[config.mk]
export PLATFORM = sky130hd
export DESIGN_NAME = button_click_classifier_top
export DESIGN_NICKNAME = d
export VERILOG_FILES = /design/src/rtl/core/bcc_pkg.sv /design/src/rtl/core/button_click_classifier_top.sv
export SDC_FILE = /design/constraint.sdc
export NUM_CORES = 1
export LEC_CHECK = 0
export ABC_AREA = 1
export ABC_CLOCK_PERIOD_IN_PS = 8850
export BUFFER_PORTS_ARGS = -buffer_cell sky130_fd_sc_hd__buf_2
export CAP_MARGIN = 40
export CORE_MARGIN = 10
export CORE_UTILIZATION = 40
export CTS_BUF_LIST = sky130_fd_sc_hd__clkbuf_16
export DETAILED_ROUTE_END_ITERATION = 8
export HOLD_SLACK_MARGIN = 0.03
export PLACE_DENSITY = 0.7
export SYNTH_ARGS = -nofsm -noshare
export SYNTH_HDL_FRONTEND = slang
export SYNTH_SLANG_ARGS = --single-unit
[constraint.sdc]
create_clock -name aclk -period 8.85 [get_ports aclk]
set_input_delay 0.4425 -clock aclk [delete_from_list [all_inputs] [get_ports aclk]]
set_output_delay 0.4425 -clock aclk [all_outputs]
set_load 0.02 [all_outputs]
[src/rtl/core/bcc_pkg.sv]
// shared types and constants for the button click classifier
`default_nettype none

package bcc_pkg;

    localparam int unsigned CfgIndexWidth = 8;
    localparam int unsigned CfgDataWidth  = 8;

    // register indexes on the configuration port
    localparam logic [CfgIndexWidth-1:0] REG_LONG_PRESS_TICKS = 8'd0;
    localparam logic [CfgIndexWidth-1:0] REG_WINDOW_STEPS     = 8'd1;
    localparam logic [CfgIndexWidth-1:0] REG_DEBOUNCE_TICKS   = 8'd2;
    localparam logic [CfgIndexWidth-1:0] REG_SLOT_TICKS       = 8'd3;

    // register values after reset
    localparam logic [7:0] LONG_PRESS_TICKS_RST = 8'd200;
    localparam logic [7:0] WINDOW_STEPS_RST     = 8'd10;
    localparam logic [3:0] DEBOUNCE_TICKS_RST   = 4'd2;
    localparam logic [3:0] SLOT_TICKS_RST       = 4'd2;

    localparam logic [7:0] TICK_MAX = 8'd255;

    typedef enum logic [2:0] {
        PH_IDLE         = 3'd0,
        PH_DEBOUNCE     = 3'd1,
        PH_HOLD         = 3'd2,
        PH_LONG_WAIT    = 3'd3,
        PH_SLOT_WAIT    = 3'd4,
        PH_SLOT_DEBOUNCE = 3'd5,
        PH_SLOT_RELEASE = 3'd6
    } phase_t;

    typedef enum logic [1:0] {
        EV_NONE   = 2'd0,
        EV_SINGLE = 2'd1,
        EV_DOUBLE = 2'd2,
        EV_LONG   = 2'd3
    } gesture_t;

endpackage

`default_nettype wire

[src/rtl/core/button_click_classifier_top.sv]
// button click classifier: debounce, click window and long-press detection
//
// usage
// - one request on the s_ channel per 10 ms key sample (s_key_down, 1 = pressed)
// - each request yields exactly one result on the m_ channel: the LED levels
//   after that tick (m_led_one, m_led_two) and the gesture decided on that tick
//   (m_gesture: none, single click, double click, long press)
// - the result is registered: a request accepted at edge n is shown on m_ from
//   edge n, i.e. m_valid is high in the following cycle
// - throughput is one request per cycle while the receiver is ready; the whole
//   tick update is a single pass through the phase/counter logic into the result register
// - a stalled receiver holds the result register; s_ready follows
//   !m_valid || m_ready, so a new request is taken in the same cycle the
//   pending result leaves
// - configuration writes (cfg_ channel) are always accepted and take effect
//   for the next request; indexes beyond the register list are ignored
// - synchronous reset (aresetn low) returns to idle, clears counters and both
//   LEDs, empties the result register and restores the register defaults
`default_nettype none

module button_click_classifier_top (
    input  wire logic                                aclk,
    input  wire logic                                aresetn,
    // key samples
    input  wire logic                                s_valid,
    output logic                                     s_ready,
    input  wire logic                                s_key_down,
    // results
    output logic                                     m_valid,
    input  wire logic                                m_ready,
    output logic                                     m_led_one,
    output logic                                     m_led_two,
    output logic [1:0]                               m_gesture,
    // register writes
    input  wire logic                                cfg_valid,
    output logic                                     cfg_ready,
    input  wire logic [bcc_pkg::CfgIndexWidth-1:0]   cfg_index,
    input  wire logic [bcc_pkg::CfgDataWidth-1:0]    cfg_data
);

    import bcc_pkg::*;

    // configuration registers
    logic [7:0] long_press_ticks_reg;
    logic [7:0] window_steps_reg;
    logic [3:0] debounce_ticks_reg;
    logic [3:0] slot_ticks_reg;

    // classifier state
    phase_t     phase_reg, phase_next;
    logic [7:0] tick_count_reg, tick_count_next;
    logic [7:0] slot_count_reg, slot_count_next;
    logic       double_seen_reg, double_seen_next;
    logic       led_one_reg, led_one_next;
    logic       led_two_reg, led_two_next;

    // result register
    logic       m_valid_reg;
    gesture_t   gesture_reg, gesture_next;

    logic       s_accept;
    logic       cfg_accept;

    // shared decode of the current tick
    logic [7:0] tick_inc;
    logic       debounce_done;
    logic       hold_limit;
    logic       slot_done;
    logic       window_end;

    assign s_ready    = !m_valid_reg || m_ready;
    assign s_accept   = s_valid && s_ready;
    assign cfg_ready  = 1'b1;
    assign cfg_accept = cfg_valid && cfg_ready;

    assign m_valid   = m_valid_reg;
    assign m_led_one = led_one_reg;
    assign m_led_two = led_two_reg;
    assign m_gesture = gesture_reg;

    // saturating held-tick count; a zero limit behaves like one
    assign tick_inc      = (tick_count_reg == TICK_MAX) ? tick_count_reg
                                                        : tick_count_reg + 8'd1;
    assign debounce_done = tick_inc >= {4'd0, debounce_ticks_reg};
    assign hold_limit    = tick_inc >= long_press_ticks_reg;
    assign slot_done     = tick_inc >= {4'd0, slot_ticks_reg};
    // the slot being closed is the last of the window
    assign window_end    = slot_count_reg >= window_steps_reg;

    // configuration writes
    always_ff @(posedge aclk) begin
        if (!aresetn) begin
            long_press_ticks_reg <= LONG_PRESS_TICKS_RST;
            window_steps_reg     <= WINDOW_STEPS_RST;
            debounce_ticks_reg   <= DEBOUNCE_TICKS_RST;
            slot_ticks_reg       <= SLOT_TICKS_RST;
        end else if (cfg_accept) begin
            case (cfg_index)
                REG_LONG_PRESS_TICKS: long_press_ticks_reg <= cfg_data;
                REG_WINDOW_STEPS:     window_steps_reg     <= cfg_data;
                REG_DEBOUNCE_TICKS:   debounce_ticks_reg   <= cfg_data[3:0];
                REG_SLOT_TICKS:       slot_ticks_reg       <= cfg_data[3:0];
                default: ;
            endcase
        end
    end

    // next phase and counters
    always_comb begin
        phase_next       = phase_reg;
        tick_count_next  = tick_count_reg;
        slot_count_next  = slot_count_reg;
        double_seen_next = double_seen_reg;
        case (phase_reg)
            PH_DEBOUNCE: begin
                tick_count_next = tick_inc;
                if (debounce_done) begin
                    tick_count_next = 8'd0;
                    phase_next      = s_key_down ? PH_HOLD : PH_IDLE;
                end
            end
            PH_HOLD: begin
                tick_count_next = tick_inc;
                if (hold_limit) begin
                    if (s_key_down) begin
                        phase_next = PH_LONG_WAIT;
                    end else begin
                        phase_next      = PH_IDLE;
                        tick_count_next = 8'd0;
                    end
                end else if (!s_key_down) begin
                    // short press opens the click window
                    phase_next       = PH_SLOT_WAIT;
                    tick_count_next  = 8'd0;
                    slot_count_next  = 8'd0;
                    double_seen_next = 1'b0;
                end
            end
            PH_LONG_WAIT: begin
                if (!s_key_down) begin
                    phase_next      = PH_IDLE;
                    tick_count_next = 8'd0;
                end
            end
            PH_SLOT_WAIT, PH_SLOT_DEBOUNCE, PH_SLOT_RELEASE: begin
                if (phase_reg != PH_SLOT_RELEASE) begin
                    tick_count_next = tick_inc;
                end
                if (phase_reg == PH_SLOT_WAIT && slot_done && s_key_down) begin
                    tick_count_next = 8'd0;
                    phase_next      = PH_SLOT_DEBOUNCE;
                end else if (phase_reg == PH_SLOT_DEBOUNCE && debounce_done
                             && s_key_down) begin
                    double_seen_next = 1'b1;
                    tick_count_next  = 8'd0;
                    phase_next       = PH_SLOT_RELEASE;
                end else if ((phase_reg == PH_SLOT_WAIT && slot_done)
                             || (phase_reg == PH_SLOT_DEBOUNCE && debounce_done)
                             || (phase_reg == PH_SLOT_RELEASE && !s_key_down)) begin
                    // slot closes
                    tick_count_next = 8'd0;
                    if (window_end) begin
                        phase_next       = PH_IDLE;
                        slot_count_next  = 8'd0;
                        double_seen_next = 1'b0;
                    end else begin
                        phase_next      = PH_SLOT_WAIT;
                        slot_count_next = slot_count_reg + 8'd1;
                    end
                end
            end
            default: begin
                // idle and the unused code
                tick_count_next = 8'd0;
                phase_next      = s_key_down ? PH_DEBOUNCE : PH_IDLE;
            end
        endcase
    end

    // gesture and LED levels
    always_comb begin
        gesture_next = EV_NONE;
        case (phase_reg)
            PH_HOLD: begin
                if (hold_limit && !s_key_down) begin
                    gesture_next = EV_LONG;
                end
            end
            PH_LONG_WAIT: begin
                if (!s_key_down) begin
                    gesture_next = EV_LONG;
                end
            end
            PH_SLOT_WAIT: begin
                if (slot_done && !s_key_down && window_end && !double_seen_reg) begin
                    gesture_next = EV_SINGLE;
                end
            end
            PH_SLOT_DEBOUNCE: begin
                if (debounce_done) begin
                    if (s_key_down) begin
                        gesture_next = EV_DOUBLE;
                    end else if (window_end && !double_seen_reg) begin
                        gesture_next = EV_SINGLE;
                    end
                end
            end
            PH_SLOT_RELEASE: begin
                if (!s_key_down && window_end && !double_seen_reg) begin
                    gesture_next = EV_SINGLE;
                end
            end
            default: gesture_next = EV_NONE;
        endcase

        led_one_next = led_one_reg;
        led_two_next = led_two_reg;
        case (gesture_next)
            EV_LONG: begin
                led_one_next = 1'b1;
                led_two_next = 1'b1;
            end
            EV_DOUBLE: begin
                led_one_next = 1'b0;
                led_two_next = 1'b0;
            end
            EV_SINGLE: led_one_next = !led_one_reg;
            default: ;
        endcase
    end

    // state and result update, one request per cycle while s_ready is high
    always_ff @(posedge aclk) begin
        if (!aresetn) begin
            phase_reg       <= PH_IDLE;
            tick_count_reg  <= 8'd0;
            slot_count_reg  <= 8'd0;
            double_seen_reg <= 1'b0;
            led_one_reg     <= 1'b0;
            led_two_reg     <= 1'b0;
            m_valid_reg     <= 1'b0;
        end else begin
            if (s_accept) begin
                phase_reg       <= phase_next;
                tick_count_reg  <= tick_count_next;
                slot_count_reg  <= slot_count_next;
                double_seen_reg <= double_seen_next;
                led_one_reg     <= led_one_next;
                led_two_reg     <= led_two_next;
                m_valid_reg     <= 1'b1;
            end else if (m_ready) begin
                m_valid_reg <= 1'b0;
            end
        end
    end

    // the gesture code is payload only
    always_ff @(posedge aclk) begin
        if (s_accept) begin
            gesture_reg <= gesture_next;
        end
    end

    // a long press result always shows both LEDs lit
    assert property (@(posedge aclk) disable iff (!aresetn)
        m_valid_reg && gesture_reg == EV_LONG |-> led_one_reg && led_two_reg)
        else $error("long press without both LEDs lit");

    // a double click result always shows both LEDs dark
    assert property (@(posedge aclk) disable iff (!aresetn)
        m_valid_reg && gesture_reg == EV_DOUBLE |-> !led_one_reg && !led_two_reg)
        else $error("double click without both LEDs cleared");

    // waiting for release after a double click implies the flag is set
    assert property (@(posedge aclk) disable iff (!aresetn)
        phase_reg == PH_SLOT_RELEASE |-> double_seen_reg)
        else $error("slot release without double click seen");

    // the double click flag lives only inside the click window
    assert property (@(posedge aclk) disable iff (!aresetn)
        double_seen_reg |-> phase_reg == PH_SLOT_WAIT
                            || phase_reg == PH_SLOT_DEBOUNCE
                            || phase_reg == PH_SLOT_RELEASE)
        else $error("double click flag set outside the window");

    // release after a long hold returns to idle with a long press result
    assert property (@(posedge aclk) disable iff (!aresetn)
        s_accept && phase_reg == PH_LONG_WAIT && !s_key_down
        |=> phase_reg == PH_IDLE && gesture_reg == EV_LONG)
        else $error("long press release not reported");

endmodule

`default_nettype wire
==> flow_metrics.tcl, run 1 <==
set metrics [dict create \
    die_area_mm2 0.0116 \
    num_vias 2854 \
    worst-path-max-fanout 10 \
    seq_area_mm2 0.00100 \
    setup_slack_ps 5410 \
    rrSetupSlack_ps 5410 \
    critical_path_class "reg2reg" \
    root_buffer "clkbuf_16" \
    hold_path.class "in2reg" \
    post-place-ws_ps 5460 \
    critPathTopFamily "simple AND/OR/NAND/NOR gates" \
    drc_errors 0 \
    synth_area_leaders "dfxtp_1 (31%), nand2_1 (12%), ha_1 (11%)" \
    vdd_drop_max_mv 0.0828 \
    drt_first_pass_iters 5 \
    rsz0062_at_grt "false" \
    antenna_cells 0 \
    period_needed_ps 3440 \
    gp_congestion 0.911 \
    routed_wl_um 7100 \
    grt.overflow.total 0 \
    power.density_mw_per_mm2 138 \
    synth_top_area_share_pct 30.5 \
    status "finished clean" \
    period_share_pct 38.9 \
    clockBufferDepth 2 \
    report.final.slew_viol_count 0 \
    syn_area_per_cell_um2 6.94 \
    io_buffer_count 27 \
    crit_required_ps 8990 \
    path_cells "ha_1, nand2_2, inv_4, nand4_2, nand2_1, nor2_1, a21oi_1, ha_1, a21oi_1, o21ai_0, nand2_1, nand3_1, nand2_1, inv_1, nor3_4, nand2_4, nand2_1, a21oi_1" \
    multi_input_comb_area_mm2 0.00178 \
    cts_tree "yes" \
    grt_pass1_wl_um 12200 \
    synth_cell_types 42 \
    yosysSeqAreaShare_pct 32.5 \
    setup_viol 0 \
    placed_area_mm2 0.00331 \
    drt_iter0_drc 123 \
    start_util_pct 41.8 \
    cp.buffers_inverters 2 \
    tightestPinTransition_ps 737 \
    clk_pin_slew_ps 70 \
    slowest_stage "nor3_4" \
    clk_latency_ps 290 \
    hold_viol 0 \
    nets 519 \
    synth_area_mm2 0.00308 \
    fin_area_mm2 0.00348 \
    grt_max_degree 28 \
    ys_warn_count 0 \
    antenna_found_initial 0 \
    track_usage_pct 12.6 \
    cts.hold.buffers_added 0 \
    p_leak_nw 1.59 \
    routed_via_density 5.00 \
    synth_cells 444 \
    syn-num-nets 492 \
    area_delta_synth_final_pct 13.0 \
    synth_seq_cells 49 \
    die_h_um 108 \
    max_cap_violations 0 \
    h-tree-depth 2 \
    critPathMostFrequentCell "nand2_1" \
    clock-sinks 49 \
    cp.arrival_ps 3580 \
    cts_resized 0 \
    core_area_mm2 0.00737 \
    fmax_mhz 291 \
    rows 31 \
    max_stage_delay_ps 420 \
    fill_cells 749 \
    ant_nets 0 \
    wire_per_inst_um 12.4 \
    cts_setup_buffers 0 \
    dp_hpwl_um 5660 \
    fin_tns_setup_ps 0 \
    cts_buffers 5 \
    cp-start-kind "flip-flop" \
    grt_pass1_vias 2709 \
    die_w_um 108 \
    yosysTopAreaCell "dfxtp_1" \
    end_kind "flip-flop" \
    drive_above_1_share_pct 13.3 \
    clock_skew_ps 7.10 \
    slew_headroom_pct 50.8 \
    io_pins 29 \
]
-- layout make-up --
type | instances | area share (%)
multi-input cells | 318 | 51.2
clock buffers | 5 | 3.59
flip-flops and latches | 49 | 28.7
clock inverters | 3 | 1.37
repair buffers | 27 | 3.88
well taps | 99 | 3.56
inverters | 70 | 7.62
-- layout by cell type, fill, tap and decap left out, types with 2 or more instances in the layout --
cell type,n
inv_6,2
buf_2,27
clkbuf_16,5
nand2_4,2
ha_1,26
nand2_2,8
nand3_1,31
nor3_1,6
o211ai_1,7
a21oi_1,46
inv_2,4
nand4_1,2
nand3b_1,4
xor2_1,3
edfxtp_1,2
a31oi_1,2
nor2_2,2
nand3_2,3
o21ai_1,4
nor2_1,35
nand4_2,2
inv_1,64
o21bai_1,2
dfxtp_1,47
nand2_1,98
o21ai_0,19
nor4_1,3
-- through the flow --
| step | cells | hold slack, ps | total power, mW | util, % |
|---|---|---|---|---|
| 2_1_floorplan | 444 | 435 | 0.252 | - |
| 3_3_place_gp | 563 | 457 | 0.263 | 44.9 |
| 3_5_place_dp | 563 | 462 | 0.263 | 44.9 |
| 4_1_cts | 571 | 398 | 0.485 | 47.2 |
| 5_1_grt | 571 | 418 | 0.501 | 47.2 |
| 6_report | 571 | 405 | 0.479 | 47.2 |
-- tightest hold or removal path, stage by stage --
cell      delay (ps)
buf_2             90
nand2_1           50
o211ai_1          70
-- per-layer routing --
metal | vias up | wire length [µm] | global-route usage, %
met4 | 0 | 113 | 4.10
met2 | 86 | 3320 | 20.6
met3 | 10 | 346 | 3.17
met5 | - | 0 | 0
li1 | 1504 | - | -
met1 | 1254 | 3320 | 15.9
-- cells in the mapped netlist --
cell type,instances
nand2_1,98
inv_1,64
dfxtp_1,47
a21oi_1,46
nor2_1,35
nand3_1,31
ha_1,26
o21ai_0,19
nand2_2,8
o211ai_1,7
nor3_1,6
clkbuf_1,5
inv_2,4
nand3b_1,4
o21ai_1,4
nand3_2,3
nor4_1,3
xor2_1,3
a31oi_1,2
edfxtp_1,2
nand2_4,2
nand4_1,2
nand4_2,2
nor2_2,2
o21bai_1,2
a211oi_1,1
a21oi_2,1
buf_1,1
buf_4,1
clkinv_1,1
conb_1,1
inv_4,1
mux2_2,1
nand3_4,1
nor2_4,1
nor3_4,1
nor3b_1,1
o21a_1,1
o31ai_1,1
or2_2,1
or4_1,1
xnor2_1,1
-- worst paths after layout --
kind,from,endpoint,cells after the start
setup / recovery,tick_count_reg[1]$_SDFFE_PN0P_,slot_count_reg[3]$_SDFFE_PN0P_,18
hold / removal,cfg_data[7],long_press_ticks_reg[7]$_SDFFE_PN1P_,3
setup reg to reg,tick_count_reg[1]$_SDFFE_PN0P_,slot_count_reg[3]$_SDFFE_PN0P_,18
hold reg to reg,debounce_ticks_reg[2]$_SDFFE_PN0P_,debounce_ticks_reg[2]$_SDFFE_PN0P_,2
-- power breakdown --
part	total, mW	leakage [nW]	switching (mW)	internal [mW]
clock	0.220	0.0848	0.0850	0.135
combinational	0.0330	1.11	0.0223	0.0107
sequential	0.226	0.400	0.00168	0.224
total	0.479	1.59	0.109	0.370
-- cells by family after synthesis --
family	count (synthesis)	share of synthesized area [%]
other cells	1	0.122
compound gates	84	14.8
xor+xnor	4	1.14
flops	49	32.5
buf+inv	77	9.59
mux	1	0.366
simple gates	202	30.9
fa+ha+maj	26	10.6
Power figures use the tool's default switching activity.
==> inputs of run 2 (changes only) <==
ABC_CLOCK_PERIOD_IN_PS = 3000   (was 8850)
PLACE_DENSITY = 0.72   (was 0.7)
clock period = 3 ns   (was 8.85 ns; I/O delays follow)
==> run 2 against run 1 <==
Against the previous run: global-route usage is essentially flat; sequential power grew to 2.9 times the previous value; clock skew shrank 1.8 ps; combinational power grew to 3.2 times the previous value; utilization grew 3.8 points; clock power grew to 2.6 times the previous value; worst hold slack lost 290 ps; routed wire length grew 3.9%; final cell count grew 2.8%; die area is the same.
==> flow_metrics.tcl, run 2 (same netlist as run 1, synthesis figures left out) <==
set metrics [dict create \
    status "finished clean" \
    wire_per_inst_um 12.6 \
    clock-sinks 49 \
    die_area_mm2 0.0116 \
    min-delay-start "cfg_data[7]" \
    worst-path-max-fanout 8 \
    reg2regPathDepth 19 \
    start_util_pct 41.8 \
    min_path_cells 3 \
    max_cap_violations 0 \
    fin_tns_setup_ps 0 \
    root_buffer "clkbuf_16" \
    routed_via_density 5.01 \
    num_vias 2943 \
    grt_pass1_vias 2794 \
    clockBufferDepth 2 \
    crit_required_ps 3220 \
    vdd_drop_max_mv 0.208 \
    final_common_cell "nand2_1" \
    nets 535 \
    grt.overflow.total 0 \
    antenna_cells 0 \
    clk_pin_slew_ps 70 \
    rows 31 \
    drt_first_pass_iters 4 \
    cts_tree "yes" \
    min_to "long_press_ticks_reg[7]$_SDFFE_PN1P_" \
    h-tree-depth 2 \
    max_stage_delay_ps 380 \
    grt_max_degree 28 \
    layout_common_cells "nand2_1 (93), inv_1 (63), dfxtp_1 (44)" \
    period_share_pct 95.9 \
    report.final.slew_viol_count 0 \
    gp_congestion 0.849 \
    tightestPinTransition_ps 814 \
    die_h_um 108 \
    cp-start-kind "flip-flop" \
    cts_buffers 5 \
    hold_path.class "in2reg" \
    drt_iter0_drc 155 \
    critical_path_class "reg2reg" \
    fill_cells 741 \
    end_kind "flip-flop" \
    setup_viol 0 \
    p_leak_nw 1.74 \
    hold_viol 0 \
    io_buffer_count 27 \
    power.density_mw_per_mm2 354 \
    regToRegStartpoint "tick_count_reg[4]$_SDFFE_PN0P_" \
    placed_area_mm2 0.00340 \
    track_usage_pct 12.6 \
    grt_pass1_wl_um 12400 \
    cp.arrival_ps 3090 \
    ant_nets 0 \
    drc_errors 0 \
    die_w_um 108 \
    core_area_mm2 0.00737 \
    fin_hold_ws_ps 112 \
    cts.hold.buffers_added 0 \
    r2r_end "slot_count_reg[1]$_SDFFE_PN0P_" \
    drive_above_1_share_pct 20.3 \
    dp_hpwl_um 5510 \
    period_needed_ps 2880 \
    cp.buffers_inverters 1 \
    clock_skew_ps 5.35 \
    rrSetupSlack_ps 120 \
    area_delta_synth_final_pct 22.1 \
    fmax_mhz 348 \
    clk_latency_ps 280 \
    fin_area_mm2 0.00376 \
    routed_wl_um 7380 \
    antenna_found_initial 0 \
    postLayoutCoreUtil_pct 51.0 \
    critPathTopFamily "simple AND/OR/NAND/NOR gates" \
    slew_headroom_pct 45.7 \
    io_pins 29 \
    path_cells "nand2_4, nor2_4, nand4_4, mux2_4, ha_4, o21ai_1, nand2_1, nand2_1, nand2_2, a21oi_4, nand2_4, nand3_4, nand2_4, nor3_4, buf_12, nand2_8, nand2_2, nand2_1, nor2_1" \
    slowest_stage "dfxtp_4" \
]
[run 2: worst register-to-register path: cells and delay by family (launching register included)]
family	cells	cell delay [ps]
simple gates	14	1420
buf+inv	1	160
flops	1	380
compound gates	2	260
fa+ha+maj	1	220
mux	1	380
[run 2: metal layers]
layer	routed length (µm)	GRT usage, %
met5	0	0
met3	400	2.46
met1	3530	16.4
met4	22	3.82
met2	3430	20.6
[run 2: layout make-up]
| cell class | count | area [µm²] | share of cell area, % |
|---|---|---|---|
| Clock buffer | 5 | 125 | 3.33 |
| Clock inverter | 3 | 21.3 | 0.566 |
| Inverter | 70 | 265 | 7.05 |
| Multi-Input combinational cell | 318 | 1930 | 51.4 |
| Sequential cell | 49 | 1010 | 26.8 |
| Tap cell | 99 | 124 | 3.29 |
| Timing Repair Buffer | 43 | 285 | 7.58 |
[run 2: through the flow]
stage / setup WS [ps] / std cells / power, mW
2_1_floorplan: 206 / 444 / 0.742
3_3_place_gp: 89.4 / 573 / 0.779
3_5_place_dp: 53.9 / 573 / 0.779
4_1_cts: 43.6 / 581 / 1.35
5_1_grt: -43.4 / 587 / 1.39
6_report: 124 / 587 / 1.33
[run 2: worst max-delay path by stage]
stage                                              start                              to  slack, ps  cells past startpoint
final                     tick_count_reg[4]$_SDFFE_PN0P_  slot_count_reg[1]$_SDFFE_PN0P_        120                     19
after global routing      tick_count_reg[4]$_SDFFE_PN0P_  slot_count_reg[1]$_SDFFE_PN0P_        -40                     19
after global placement    tick_count_reg[0]$_SDFFE_PN0P_    double_seen_reg$_SDFFE_PN0P_         90                     18
after CTS                 tick_count_reg[0]$_SDFFE_PN0P_    double_seen_reg$_SDFFE_PN0P_         40                     18
after detailed placement  tick_count_reg[0]$_SDFFE_PN0P_    double_seen_reg$_SDFFE_PN0P_         50                     18
after floorplan           tick_count_reg[1]$_SDFFE_PN0P_  slot_count_reg[2]$_SDFFE_PN0P_        210                     16
[run 2: repair_timing]
item | in CTS | in global routing
buffers inserted | 0 | 5
endpoints found under the hold margin | 0 | 0
resized for setup | 0 | 32
endpoints found under the setup margin | 0 | 24
[run 2: where the power goes]
group          internal (mW)  switching (mW)
combinational         0.0365          0.0701
clock                  0.311           0.252
sequential             0.659         0.00468
total                   1.01           0.326
==> inputs of run 3 (changes only) <==
==> constraint.sdc (replaced) <==
create_clock -name aclk -period 3 [get_ports aclk]
set_input_delay 0.3 -clock aclk [delete_from_list [all_inputs] [get_ports aclk]]
set_output_delay 0.3 -clock aclk [all_outputs]
set_load 0.02 [all_outputs]
==> run 3 against run 2 <==
Against the previous run: non-clock buffer count up 5; worst setup slack better by 19 ps; worst hold slack better by 150 ps; die area unchanged; sequential cell count unchanged; sequential power about the same; utilization up 0.10 points; highest routed layer unchanged; critical path depth up 1; largest power group unchanged; total power down 0.56%; critical endpoint is now slot_count_reg[0]$_SDFFE_PN0P_.
==> flow_metrics.tcl, run 3 (same netlist as run 1, synthesis figures left out) <==
set metrics [dict create \
    antenna_cells 0 \
    p_switching_mw 0.325 \
    h-tree-depth 2 \
    hold_path.class "in2reg" \
    wire_per_inst_um 13.0 \
    layout_common_cells "nand2_1 (94), inv_1 (66), a21oi_1 (43), dfxtp_1 (43), nor2_1 (34)" \
    final_common_cell "nand2_1" \
    vdd_drop_max_mv 0.287 \
    worst-path-max-fanout 5 \
    clock-sinks 49 \
    cts_tree "yes" \
    p_sw_share_pct 24.5 \
    dp_hpwl_um 5620 \
    end_kind "flip-flop" \
    setup_slack_ps 143 \
    start_util_pct 41.8 \
    rows 31 \
    period_needed_ps 2860 \
    post-place-ws_ps 75.4 \
    fin_hold_ws_ps 265 \
    p_clk_share_pct 41.8 \
    max_cap_violations 0 \
    crit_required_ps 3190 \
    p_int_mw 1.00 \
    finalPower_mw 1.33 \
    root_buffer "clkbuf_16" \
    hold_viol 0 \
    core_area_mm2 0.00737 \
    cts_buffers 5 \
    cp-start-kind "flip-flop" \
    period_share_pct 95.2 \
    nets 540 \
    cp.arrival_ps 3040 \
    grt_pass1_vias 2787 \
    io_buffer_count 27 \
    gp_congestion 0.887 \
    fill_cells 724 \
    p_leak_nw 1.77 \
    seq_area_mm2 0.00101 \
    die_area_mm2 0.0116 \
    report.final.slew_viol_count 0 \
    antenna_found_initial 0 \
    die_w_um 108 \
    drt_iter0_drc 113 \
    multi_input_comb_area_mm2 0.00191 \
    grt_pass1_wl_um 12600 \
    drc_errors 0 \
    fmax_mhz 350 \
    drt_first_pass_iters 4 \
    clk_latency_ps 290 \
    routed_wl_um 7670 \
    critical_path_class "reg2reg" \
    clock_skew_ps 6.02 \
    status "finished clean" \
    setup_viol 0 \
    grt.overflow.total 0 \
    drive_above_1_share_pct 20.5 \
    grt_max_degree 28 \
    rsz0062_at_grt "true" \
    power.density_mw_per_mm2 352 \
    slew_headroom_pct 46.2 \
    io_pins 29 \
    clockBufferDepth 2 \
    p_comb_share_pct 8.0 \
    clk_pin_slew_ps 70 \
    area_delta_synth_final_pct 22.3 \
    tightestPinTransition_ps 806 \
    track_usage_pct 13.0 \
    ant_nets 0 \
    die_h_um 108 \
    routed_via_density 4.96 \
    pwr-share-seq_pct 50.1 \
    num_vias 2937 \
]
## run 3: final timing paths
check / from / endpoint / slack (ps) / depth (start not counted)
worst max-delay path: tick_count_reg[0]$_SDFFE_PN0P_ / slot_count_reg[0]$_SDFFE_PN0P_ / 140 / 20
worst min-delay path: cfg_data[7] / long_press_ticks_reg[7]$_SDFFE_PN1P_ / 270 / 3
worst max register to register: tick_count_reg[0]$_SDFFE_PN0P_ / slot_count_reg[0]$_SDFFE_PN0P_ / 140 / 20
worst min register to register: m_led_two$_SDFFE_PN0P_ / m_led_two$_SDFFE_PN0P_ / 460 / 2
## run 3: repair_timing
| item | CTS | global route |
|---|---|---|
| hold buffers | 0 | 0 |
| setup buffers | 0 | 9 |
| setup endpoints to repair | 0 | 22 |
| resized for setup | 0 | 29 |
## run 3: cell type report
class	instances	area share, %
multi-input cells	318	50.6
flip-flops and latches	49	26.8
repair buffers	48	8.57
inverters	70	7.04
clock buffers	5	3.32
well taps	99	3.29
clock inverters	3	0.398
## run 3: critical path, stage by stage (launching register included)
cell and delay, ps:
dfxtp_2 350, ha_4 150, nand2_4 70, inv_4 70, nand4_4 110, buf_4 170, nand2_1 50, nor2_1 40
a21oi_2 170, ha_1 270, a21oi_1 120, o21ai_0 100, nand2_1 80, nand3_2 80, nand2_2 100, inv_1 110
nor3_4 300, buf_12 160, nand3b_1 70, nand2_1 110, nor2_1 60
## run 3: through the flow
| stage | std cells | TNS, ps | area [µm²] | utilization [%] |
|---|---|---|---|---|
| floorplan | 444 | 0 | 3080 | - |
| global placement | 574 | 0 | 3400 | 46.2 |
| detailed placement | 574 | 0 | 3400 | 46.2 |
| CTS | 582 | 0 | 3540 | 48.1 |
| global route | 592 | -298 | 3770 | 51.1 |
| finish | 592 | 0 | 3770 | 51.1 |
## run 3: layer usage
metal	GRT usage (%)	routed length [µm]
met1	17.1	3670
met2	21.3	3590
met3	2.51	347
met4	2.58	65
met5	0	0
## run 3: power groups by stage
stage / Combinational [mW] / Clock (mW) / Sequential, mW
after floorplan: 0.0598 / 0 / 0.682
after global placement: 0.100 / 0 / 0.680
after detailed placement: 0.100 / 0 / 0.680
after CTS: 0.101 / 0.563 / 0.665
after global routing: 0.120 / 0.588 / 0.665
final: 0.107 / 0.555 / 0.664
